`config.mk`:
```
export PLATFORM = sky130hd
export DESIGN_NAME = ordered_list_with_compaction_flat
export DESIGN_NICKNAME = d
export VERILOG_FILES = /design/src/rtl/core/olc_pkg.sv /design/src/rtl/core/olc_if.sv /design/src/rtl/core/olc_front.sv /design/src/rtl/core/olc_queue.sv /design/src/rtl/core/olc_back.sv /design/src/rtl/core/ordered_list_with_compaction.sv /design/src/flat_wrapper.sv
export SDC_FILE = /design/constraint.sdc
export NUM_CORES = 1
export LEC_CHECK = 0
export BUFFER_PORTS_ARGS = -buffer_cell sky130_fd_sc_hd__clkbuf_2
export CAP_MARGIN = 10
export CORE_MARGIN = 3
export CORE_UTILIZATION = 36
export DETAILED_ROUTE_END_ITERATION = 8
export PLACE_DENSITY_LB_ADDON = 0.05
export SLEW_MARGIN = 10
export SYNTH_ARGS = -nofsm -noshare
export SYNTH_HDL_FRONTEND = slang
export SYNTH_SLANG_ARGS = --single-unit
```
`constraint.sdc`:
```
create_clock -name clk -period 4.9 [get_ports clk]
set_input_delay 0.245 -clock clk [delete_from_list [all_inputs] [get_ports clk]]
set_output_delay 0.245 -clock clk [all_outputs]
set_load 0.005 [all_outputs]
```
`src/rtl/core/olc_pkg.sv`:
```
package olc_pkg;

    // List geometry
    localparam int CAPACITY   = 16;
    localparam int WORD_WIDTH = 32;
    localparam int IDX_W      = (CAPACITY > 1) ? $clog2(CAPACITY) : 1;
    localparam int CNT_W      = $clog2(CAPACITY + 1);

    // Fixed beat field widths
    localparam int MODE_W   = 2;
    localparam int POS_W    = 4;
    localparam int VALUE_W  = 32;
    localparam int RDV_W    = 32;
    localparam int CNTF_W   = 5;
    localparam int STATUS_W = 2;

    // Width used to compare a position against the entry count
    localparam int CMP_W = (POS_W > CNT_W) ? POS_W : CNT_W;

    // Command queue between front and back
    localparam int QDEPTH = 2;
    localparam int QPTR_W = $clog2(QDEPTH);
    localparam int QCNT_W = $clog2(QDEPTH + 1);

    typedef logic [MODE_W-1:0]     mode_t;
    typedef logic [POS_W-1:0]      pos_t;
    typedef logic [VALUE_W-1:0]    value_t;
    typedef logic [RDV_W-1:0]      rdv_t;
    typedef logic [CNTF_W-1:0]     cntf_t;
    typedef logic [STATUS_W-1:0]   status_t;
    typedef logic [WORD_WIDTH-1:0] word_t;
    typedef logic [IDX_W-1:0]      idx_t;
    typedef logic [CNT_W-1:0]      cnt_t;
    typedef logic [CMP_W-1:0]      cmp_t;
    typedef logic [QPTR_W-1:0]     qptr_t;
    typedef logic [QCNT_W-1:0]     qcnt_t;

    // Request modes
    localparam mode_t MODE_APPEND = 2'd0;
    localparam mode_t MODE_READ   = 2'd1;
    localparam mode_t MODE_REMAT  = 2'd2;
    localparam mode_t MODE_REMALL = 2'd3;

    // Result status codes
    localparam status_t ST_OK    = 2'd0;
    localparam status_t ST_FULL  = 2'd1;
    localparam status_t ST_RANGE = 2'd2;

    // Classified command handed from front to back
    typedef struct packed {
        mode_t mode;
        pos_t  position;
        word_t value;
    } cmd_t;

    typedef struct packed {
        rdv_t    read_value;
        cntf_t   count;
        cntf_t   removed;
        status_t status;
    } result_t;

endpackage

```
`src/rtl/core/olc_if.sv`:
```
interface olc_req_if;
    logic            valid;
    logic            ready;
    olc_pkg::mode_t  mode;
    olc_pkg::pos_t   position;
    olc_pkg::value_t value;

    modport source (output valid, output mode, output position, output value, input ready);
    modport sink   (input valid, input mode, input position, input value, output ready);
endinterface

interface olc_rsp_if;
    logic              valid;
    logic              ready;
    olc_pkg::rdv_t     read_value;
    olc_pkg::cntf_t    count;
    olc_pkg::cntf_t    removed;
    olc_pkg::status_t  status;

    modport source (output valid, output read_value, output count, output removed,
                    output status, input ready);
    modport sink   (input valid, input read_value, input count, input removed,
                    input status, output ready);
endinterface

```
`src/rtl/core/olc_front.sv`:
```
module olc_front (
    input  logic              clk,
    input  logic              rst_n,
    olc_req_if.sink           req,
    output logic              push_valid,
    input  logic              push_ready,
    output olc_pkg::cmd_t     push_cmd
);

    logic          stage_valid_reg;
    logic          stage_valid_next;
    olc_pkg::cmd_t stage_reg;
    olc_pkg::cmd_t stage_next;
    logic          take;

    assign req.ready  = !stage_valid_reg || push_ready;
    assign take       = req.valid && req.ready;
    assign push_valid = stage_valid_reg;
    assign push_cmd   = stage_reg;

    // Capture a beat and trim the value to the stored word width
    always_comb
    begin
        stage_next       = stage_reg;
        stage_valid_next = stage_valid_reg;
        if (take)
        begin
            stage_next.mode     = req.mode;
            stage_next.position = req.position;
            stage_next.value    = olc_pkg::word_t'(req.value);
            stage_valid_next    = 1'b1;
        end
        else if (push_ready)
        begin
            stage_valid_next = 1'b0;
        end
    end

    always_ff @(posedge clk or negedge rst_n)
    begin
        if (!rst_n)
        begin
            stage_valid_reg <= 1'b0;
        end
        else
        begin
            stage_valid_reg <= stage_valid_next;
        end
    end

    always_ff @(posedge clk)
    begin
        stage_reg <= stage_next;
    end

endmodule

```
`src/rtl/core/olc_queue.sv`:
```
module olc_queue (
    input  logic          clk,
    input  logic          rst_n,
    input  logic          push_valid,
    output logic          push_ready,
    input  olc_pkg::cmd_t push_cmd,
    output logic          pop_valid,
    input  logic          pop_ready,
    output olc_pkg::cmd_t pop_cmd
);

    olc_pkg::cmd_t q_mem [olc_pkg::QDEPTH];
    olc_pkg::qptr_t wr_ptr_reg, wr_ptr_next;
    olc_pkg::qptr_t rd_ptr_reg, rd_ptr_next;
    olc_pkg::qcnt_t fill_reg, fill_next;
    logic do_push;
    logic do_pop;

    assign push_ready = (fill_reg != olc_pkg::qcnt_t'(olc_pkg::QDEPTH));
    assign pop_valid  = (fill_reg != '0);
    assign pop_cmd    = q_mem[rd_ptr_reg];
    assign do_push    = push_valid && push_ready;
    assign do_pop     = pop_valid && pop_ready;

    // Pointer and fill bookkeeping
    always_comb
    begin
        wr_ptr_next = wr_ptr_reg;
        rd_ptr_next = rd_ptr_reg;
        fill_next   = fill_reg;
        if (do_push)
        begin
            wr_ptr_next = (wr_ptr_reg == olc_pkg::qptr_t'(olc_pkg::QDEPTH - 1))
                          ? '0 : wr_ptr_reg + 1'b1;
        end
        if (do_pop)
        begin
            rd_ptr_next = (rd_ptr_reg == olc_pkg::qptr_t'(olc_pkg::QDEPTH - 1))
                          ? '0 : rd_ptr_reg + 1'b1;
        end
        if (do_push && !do_pop)
        begin
            fill_next = fill_reg + 1'b1;
        end
        else if (do_pop && !do_push)
        begin
            fill_next = fill_reg - 1'b1;
        end
    end

    always_ff @(posedge clk or negedge rst_n)
    begin
        if (!rst_n)
        begin
            wr_ptr_reg <= '0;
            rd_ptr_reg <= '0;
            fill_reg   <= '0;
        end
        else
        begin
            wr_ptr_reg <= wr_ptr_next;
            rd_ptr_reg <= rd_ptr_next;
            fill_reg   <= fill_next;
        end
    end

    always_ff @(posedge clk)
    begin
        if (do_push)
        begin
            q_mem[wr_ptr_reg] <= push_cmd;
        end
    end

endmodule

```
`src/rtl/core/olc_back.sv`:
```
module olc_back (
    input  logic          clk,
    input  logic          rst_n,
    input  logic          cmd_valid,
    output logic          cmd_ready,
    input  olc_pkg::cmd_t cmd,
    olc_rsp_if.source     rsp
);

    localparam logic [1:0] S_IDLE   = 2'd0;
    localparam logic [1:0] S_SCAN   = 2'd1;
    localparam logic [1:0] S_RDWAIT = 2'd2;
    localparam logic [1:0] S_DONE   = 2'd3;

    logic [1:0]       state_reg, state_next;
    olc_pkg::cnt_t    count_reg, count_next;
    olc_pkg::cmd_t    cur_reg, cur_next;
    olc_pkg::cnt_t    scan_idx_reg, scan_idx_next;
    olc_pkg::cnt_t    keep_reg, keep_next;
    olc_pkg::cnt_t    rem_reg, rem_next;
    logic             pend_reg, pend_next;
    olc_pkg::idx_t    pend_idx_reg, pend_idx_next;
    olc_pkg::result_t res_reg, res_next;
    logic             out_valid_reg, out_valid_next;
    olc_pkg::result_t out_reg;

    // Entry memory: one write and one registered read per cycle
    olc_pkg::word_t   mem [olc_pkg::CAPACITY];
    olc_pkg::word_t   rdata_reg;
    logic             mem_we;
    olc_pkg::idx_t    mem_waddr;
    olc_pkg::word_t   mem_wdata;
    logic             mem_re;
    olc_pkg::idx_t    mem_raddr;

    logic             slot_free;
    logic             load_out;
    logic             in_range;
    logic             drop;

    assign slot_free = !out_valid_reg || rsp.ready;
    assign load_out  = (state_reg == S_DONE) && slot_free;
    assign cmd_ready = (state_reg == S_IDLE);
    assign in_range  = olc_pkg::cmp_t'(cmd.position) < olc_pkg::cmp_t'(count_reg);

    // Match test for the scan: index for remove-at, value for remove-all
    assign drop = (cur_reg.mode == olc_pkg::MODE_REMAT)
                  ? (pend_idx_reg == olc_pkg::idx_t'(cur_reg.position))
                  : (rdata_reg == cur_reg.value);

    // Sequencer
    always_comb
    begin
        state_next    = state_reg;
        count_next    = count_reg;
        cur_next      = cur_reg;
        scan_idx_next = scan_idx_reg;
        keep_next     = keep_reg;
        rem_next      = rem_reg;
        pend_next     = pend_reg;
        pend_idx_next = pend_idx_reg;
        res_next      = res_reg;
        mem_we        = 1'b0;
        mem_waddr     = '0;
        mem_wdata     = '0;
        mem_re        = 1'b0;
        mem_raddr     = '0;

        unique case (state_reg)
            S_IDLE:
            begin
                if (cmd_valid)
                begin
                    cur_next            = cmd;
                    res_next.read_value = '0;
                    res_next.count      = olc_pkg::cntf_t'(count_reg);
                    res_next.removed    = '0;
                    res_next.status     = olc_pkg::ST_OK;
                    scan_idx_next       = '0;
                    keep_next           = '0;
                    rem_next            = '0;
                    pend_next           = 1'b0;
                    state_next          = S_DONE;
                    unique case (cmd.mode)
                        olc_pkg::MODE_APPEND:
                        begin
                            if (count_reg == olc_pkg::cnt_t'(olc_pkg::CAPACITY))
                            begin
                                res_next.status = olc_pkg::ST_FULL;
                            end
                            else
                            begin
                                mem_we         = 1'b1;
                                mem_waddr      = olc_pkg::idx_t'(count_reg);
                                mem_wdata      = cmd.value;
                                count_next     = count_reg + 1'b1;
                                res_next.count = olc_pkg::cntf_t'(count_reg + 1'b1);
                            end
                        end
                        olc_pkg::MODE_READ:
                        begin
                            if (in_range)
                            begin
                                mem_re     = 1'b1;
                                mem_raddr  = olc_pkg::idx_t'(cmd.position);
                                state_next = S_RDWAIT;
                            end
                            else
                            begin
                                res_next.status = olc_pkg::ST_RANGE;
                            end
                        end
                        olc_pkg::MODE_REMAT:
                        begin
                            if (in_range)
                            begin
                                state_next = S_SCAN;
                            end
                            else
                            begin
                                res_next.status = olc_pkg::ST_RANGE;
                            end
                        end
                        olc_pkg::MODE_REMALL:
                        begin
                            state_next = S_SCAN;
                        end
                        default:
                        begin
                            state_next = S_DONE;
                        end
                    endcase
                end
            end
            S_RDWAIT:
            begin
                res_next.read_value = olc_pkg::rdv_t'(rdata_reg);
                state_next          = S_DONE;
            end
            S_SCAN:
            begin
                // Read the next entry while the previous one is kept or dropped
                if (scan_idx_reg < count_reg)
                begin
                    mem_re        = 1'b1;
                    mem_raddr     = olc_pkg::idx_t'(scan_idx_reg);
                    scan_idx_next = scan_idx_reg + 1'b1;
                    pend_next     = 1'b1;
                    pend_idx_next = olc_pkg::idx_t'(scan_idx_reg);
                end
                else
                begin
                    pend_next = 1'b0;
                end
                if (pend_reg)
                begin
                    if (drop)
                    begin
                        rem_next = rem_reg + 1'b1;
                    end
                    else
                    begin
                        mem_we    = 1'b1;
                        mem_waddr = olc_pkg::idx_t'(keep_reg);
                        mem_wdata = rdata_reg;
                        keep_next = keep_reg + 1'b1;
                    end
                end
                else if (scan_idx_reg == count_reg)
                begin
                    count_next       = keep_reg;
                    res_next.count   = olc_pkg::cntf_t'(keep_reg);
                    res_next.removed = olc_pkg::cntf_t'(rem_reg);
                    state_next       = S_DONE;
                end
            end
            S_DONE:
            begin
                if (slot_free)
                begin
                    state_next = S_IDLE;
                end
            end
            default:
            begin
                state_next = S_IDLE;
            end
        endcase
    end

    // Output register
    always_comb
    begin
        if (load_out)
        begin
            out_valid_next = 1'b1;
        end
        else if (rsp.ready)
        begin
            out_valid_next = 1'b0;
        end
        else
        begin
            out_valid_next = out_valid_reg;
        end
    end

    always_ff @(posedge clk or negedge rst_n)
    begin
        if (!rst_n)
        begin
            state_reg     <= S_IDLE;
            count_reg     <= '0;
            pend_reg      <= 1'b0;
            out_valid_reg <= 1'b0;
        end
        else
        begin
            state_reg     <= state_next;
            count_reg     <= count_next;
            pend_reg      <= pend_next;
            out_valid_reg <= out_valid_next;
        end
    end

    always_ff @(posedge clk)
    begin
        cur_reg      <= cur_next;
        scan_idx_reg <= scan_idx_next;
        keep_reg     <= keep_next;
        rem_reg      <= rem_next;
        pend_idx_reg <= pend_idx_next;
        res_reg      <= res_next;
        if (load_out)
        begin
            out_reg <= res_reg;
        end
    end

    always_ff @(posedge clk)
    begin
        if (mem_we)
        begin
            mem[mem_waddr] <= mem_wdata;
        end
        if (mem_re)
        begin
            rdata_reg <= mem[mem_raddr];
        end
    end

    assign rsp.valid      = out_valid_reg;
    assign rsp.read_value = out_reg.read_value;
    assign rsp.count      = out_reg.count;
    assign rsp.removed    = out_reg.removed;
    assign rsp.status     = out_reg.status;

endmodule

```
`src/rtl/core/ordered_list_with_compaction.sv`:
```
// Channel  Dir  Beat fields                          Handshake
// req      in   mode, position, value                valid / ready
// rsp      out  read_value, count, removed, status   valid / ready
//
// One rsp beat per req beat, in order. Past the input stage and queue, append writes
// directly, read waits on the registered read, and remove-at and remove-all walk the
// entry memory one entry per cycle via its single read port, writing survivors down.
// rst_n clears the count and all handshake state; entry contents are not cleared.
// A two-deep command queue lets requests keep arriving while a scan runs or rsp stalls.
module ordered_list_with_compaction (
    input  logic  clk,
    input  logic  rst_n,
    olc_req_if.sink   req,
    olc_rsp_if.source rsp
);

    logic          push_valid;
    logic          push_ready;
    olc_pkg::cmd_t push_cmd;
    logic          pop_valid;
    logic          pop_ready;
    olc_pkg::cmd_t pop_cmd;

    olc_front u_front (
        .clk        (clk),
        .rst_n      (rst_n),
        .req        (req),
        .push_valid (push_valid),
        .push_ready (push_ready),
        .push_cmd   (push_cmd)
    );

    olc_queue u_queue (
        .clk        (clk),
        .rst_n      (rst_n),
        .push_valid (push_valid),
        .push_ready (push_ready),
        .push_cmd   (push_cmd),
        .pop_valid  (pop_valid),
        .pop_ready  (pop_ready),
        .pop_cmd    (pop_cmd)
    );

    olc_back u_back (
        .clk        (clk),
        .rst_n      (rst_n),
        .cmd_valid  (pop_valid),
        .cmd_ready  (pop_ready),
        .cmd        (pop_cmd),
        .rsp        (rsp)
    );

endmodule
```
`src/flat_wrapper.sv`:
```
// flat-port wrapper written by rule: the top's interface ports become plain ports
module ordered_list_with_compaction_flat 
  (clk, rst_n, req_valid, req_mode, req_position, req_value, req_ready, rsp_valid, rsp_read_value, rsp_count, rsp_removed, rsp_status, rsp_ready);
  olc_req_if req_i ();
  olc_rsp_if rsp_i ();
  input  logic clk;
  input  logic rst_n;
  input wire logic [$bits(req_i.valid)-1:0] req_valid;
  input wire logic [$bits(req_i.mode)-1:0] req_mode;
  input wire logic [$bits(req_i.position)-1:0] req_position;
  input wire logic [$bits(req_i.value)-1:0] req_value;
  output wire logic [$bits(req_i.ready)-1:0] req_ready;
  output wire logic [$bits(rsp_i.valid)-1:0] rsp_valid;
  output wire logic [$bits(rsp_i.read_value)-1:0] rsp_read_value;
  output wire logic [$bits(rsp_i.count)-1:0] rsp_count;
  output wire logic [$bits(rsp_i.removed)-1:0] rsp_removed;
  output wire logic [$bits(rsp_i.status)-1:0] rsp_status;
  input wire logic [$bits(rsp_i.ready)-1:0] rsp_ready;
  assign req_i.valid = req_valid;
  assign req_i.mode = req_mode;
  assign req_i.position = req_position;
  assign req_i.value = req_value;
  assign req_ready = req_i.ready;
  assign rsp_valid = rsp_i.valid;
  assign rsp_read_value = rsp_i.read_value;
  assign rsp_count = rsp_i.count;
  assign rsp_removed = rsp_i.removed;
  assign rsp_status = rsp_i.status;
  assign rsp_i.ready = rsp_ready;
  ordered_list_with_compaction u_core (.clk(clk), .rst_n(rst_n), .req(req_i), .rsp(rsp_i));
endmodule
```
==> impl_results.md <==
- Status: completed
- Initial antenna violation count: 2
- Endpoint arrival time on the critical path: 4.91 ns
- Hold crit path type: primary input to asynchronous set/reset pin
- CP Capture Type: flop
- Slew HR: 0.206
- Clock net sink count: 817
- Yosys cell types: 58
- Yosys warnings: 0
- Post-Route WL: 89300 µm
- Unrepaired setup endpoints after global routing: no
- Switching power: 8070 µW
- Max Cap Violations: 0
- Cts hold-fix bufs: 41
- Largest register FFs: 512
- Vias in the first global route: 18200
- Tcrit/Tclk final: 0.936
- Pre-Repair DR Iteration Count: 7
- Hold slack: 0.0861 ns
- Gpl congestion: 0.784
- Total track usage: 0.191
- Most frequent cells in the layout: edfxtp_1 (803), nand2_1 (462), nand3_1 (197)
- Total power: 24100 µW
- Sequential Power Share: 0.438
- Placed instance area: 0.0342 mm²
- Leakage power: 0.0134 µW
- Post_cts resized: 0
- Die width: 305 µm
- Starting Density: 0.366
- Area of the mapped netlist: 0.0321 mm²
- Routed WL per cell: 25.4 µm
- Synth Area per Inst: 15.0 µm²
- Req. time, crit path: 5.23 ns
- Core area: 0.0876 mm²
- Dominant synthesized flop cell: edfxtp_1
- Clock share of power: 0.281
- Sequential share of the synthesized area: 0.763
- Number of synthesized flops with an enable pin: 803
- DR DRC count: 0
- Dpl ws: 0.151 ns
- Final hold vios: 0
- Remaining antenna violation count: 0
- Fin area: 0.0376 mm²
- Final Skew: 0.0281 ns
- Via count: 18300
- Critical Path Start Type: flop
- Layout cell share with drive strength beyond 1: 0.141
- Largest net degree at the start of global routing: 107
- Synthesized Nets: 2205
- Fill cells: 7912
- Commonest non-fill, non-tap cell in the layout: edfxtp_1
- # setup viols final: 0
- Vias/cell: 5.21
- Mapped Cells: 2139
- Setup tns final: 0 ns
- First-iteration detailed-routing DRC count: 1614
- VDD IR max: 0.311 mV
- CTS tree: yes
- Ys async rst share: 0.0171
- Cell Rows: 108
- Pint: 16000 µW
- Nets: 2360
- Min Tclk post-route: 4.58 ns
- Worst Path Max Fanout: 13
- First-pass GRT wire length: 130000 µm
- Critical path class: flop to flop
- Worst skew pair latency: 0.65 ns
- Syn-to-layout area delta: 17.2%
- Fin worst setup slack: 0.315 ns
- I/O pin cnt: 88
- H-tree depth: 3
- Setup slack, reg-to-reg: 0.32 ns
- Reg clk slew, reported paths: 0.06 ns
- Power Dens Cells: 640 mW/mm²
- Comb pwr share: 0.281
- Flops & latches, synth: 817
- Clk buf depth: 3
- Post-CTS Setup Inserts: 0
- CTS Buf Count: 91
- Achievable Freq: 0.218 GHz
- # port buffers: 87
- Switching portion of total power: 0.335
- Die Y: 305 µm
- HPWL Detailed: 49900 µm
- Die ar.: 0.0927 mm²
- Root buffer cell: clkbuf_16
- Least-Margin Pin Slew: 1.19 ns
- Total grt overflow: 0
- Pins over their slew limit: 0
## final timing paths
check	to	start	cells past startpoint
max	u_core.u_back.mem[0][31]$_DFFE_PP_	u_core.u_back.rdata_reg[23]$_DFFE_PP_	8
min	u_core.u_back.rsp.valid$_DFFE_PN0P_	rst_n	2
max reg2reg	u_core.u_back.mem[0][31]$_DFFE_PP_	u_core.u_back.rdata_reg[23]$_DFFE_PP_	8
min reg2reg	u_core.u_back.rsp.read_value[30]$_DFFE_PP_	u_core.u_back.res_reg[42]$_DFFE_PP_	0
max in group asynchronous	u_core.u_queue.rd_ptr_reg$_DFFE_PN0P_	rst_n	2
min in group clk	u_core.u_front.push_cmd[26]$_DFFE_PP_	req_value[26]	2
## metal layers
metal | up-vias | GRT usage | share of wire
met2 | 441 | 0.300 | 0.46
met5 | - | 0 | 0
met1 | 9447 | 0.277 | 0.47
met3 | 120 | 0.0286 | 0.046
li1 | 8329 | - | -
met4 | 0 | 0.0532 | 0.026
## final cells by class
class                      instances  area (µm²)  share of cell area
antenna                            1        2.50           0.0000666
clock buffer                     112        2410              0.0641
clock inverter                    49         527              0.0140
inverter                          18        67.6             0.00180
multi-input combinational       1189        7250               0.193
sequential                       817       24500               0.651
tap                             1155        1450              0.0384
timing repair buffer             177        1430              0.0379
## synthesized netlist by cell type, drive strengths merged, types with 4 or more instances
cell    count  share of area
xnor2      40          0.011
mux2i      91          0.028
a221o       7         0.0022
o22ai      11         0.0025
ha         24         0.0094
mux2       36          0.013
o21ai      12         0.0019
nand2     462          0.054
a22o       33         0.0090
o31ai       6         0.0014
edfxtp    803           0.75
and3        4        0.00078
nand2b      6         0.0012
dfrtp      14          0.011
buf        39         0.0069
a22oi       4        0.00094
clkbuf     76         0.0089
nand3     197          0.031
o221ai     26         0.0071
nor3        8         0.0012
nor2b       6         0.0012
nand4      26         0.0051
nor2       28         0.0033
a21oi      32         0.0050
and2       55          0.011
xor2       12         0.0033
inv        18         0.0021
a32oi      26         0.0071
## worst max-delay path: stages, from the launching register on
cell	delay, ns
edfxtp_1	0.46
xnor2_1	0.54
nand4_1	0.52
nor4_1	0.54
nand4_1	0.54
nand2_1	0.29
o211ai_1	0.38
nor2_4	0.63
buf_4	0.35
## power groups by stage
| stage | Combinational, µW | Clock, µW | Sequential (µW) |
|---|---|---|---|
| 2_1_floorplan | 4280 | 0 | 10300 |
| 3_3_place_gp | 6800 | 0 | 10700 |
| 3_5_place_dp | 6850 | 0 | 10700 |
| 4_1_cts | 6910 | 6940 | 10600 |
| 5_1_grt | 7430 | 7250 | 10700 |
| 6_report | 6760 | 6760 | 10500 |
## cell families after synthesis
family / synth area share
flops: 0.763
simple gates: 0.111
compound gates: 0.0437
buf+inv: 0.0179
mux: 0.0411
xor+xnor: 0.0142
fa+ha+maj: 0.00936
## through the flow
| stage | util | std cells |
|---|---|---|
| floorplan | - | 2139 |
| global placement | 0.391 | 3315 |
| detailed placement | 0.391 | 3315 |
| CTS | 0.429 | 3517 |
| global route | 0.429 | 3517 |
| finish | 0.429 | 3518 |
(Power assumes the default switching activity.)
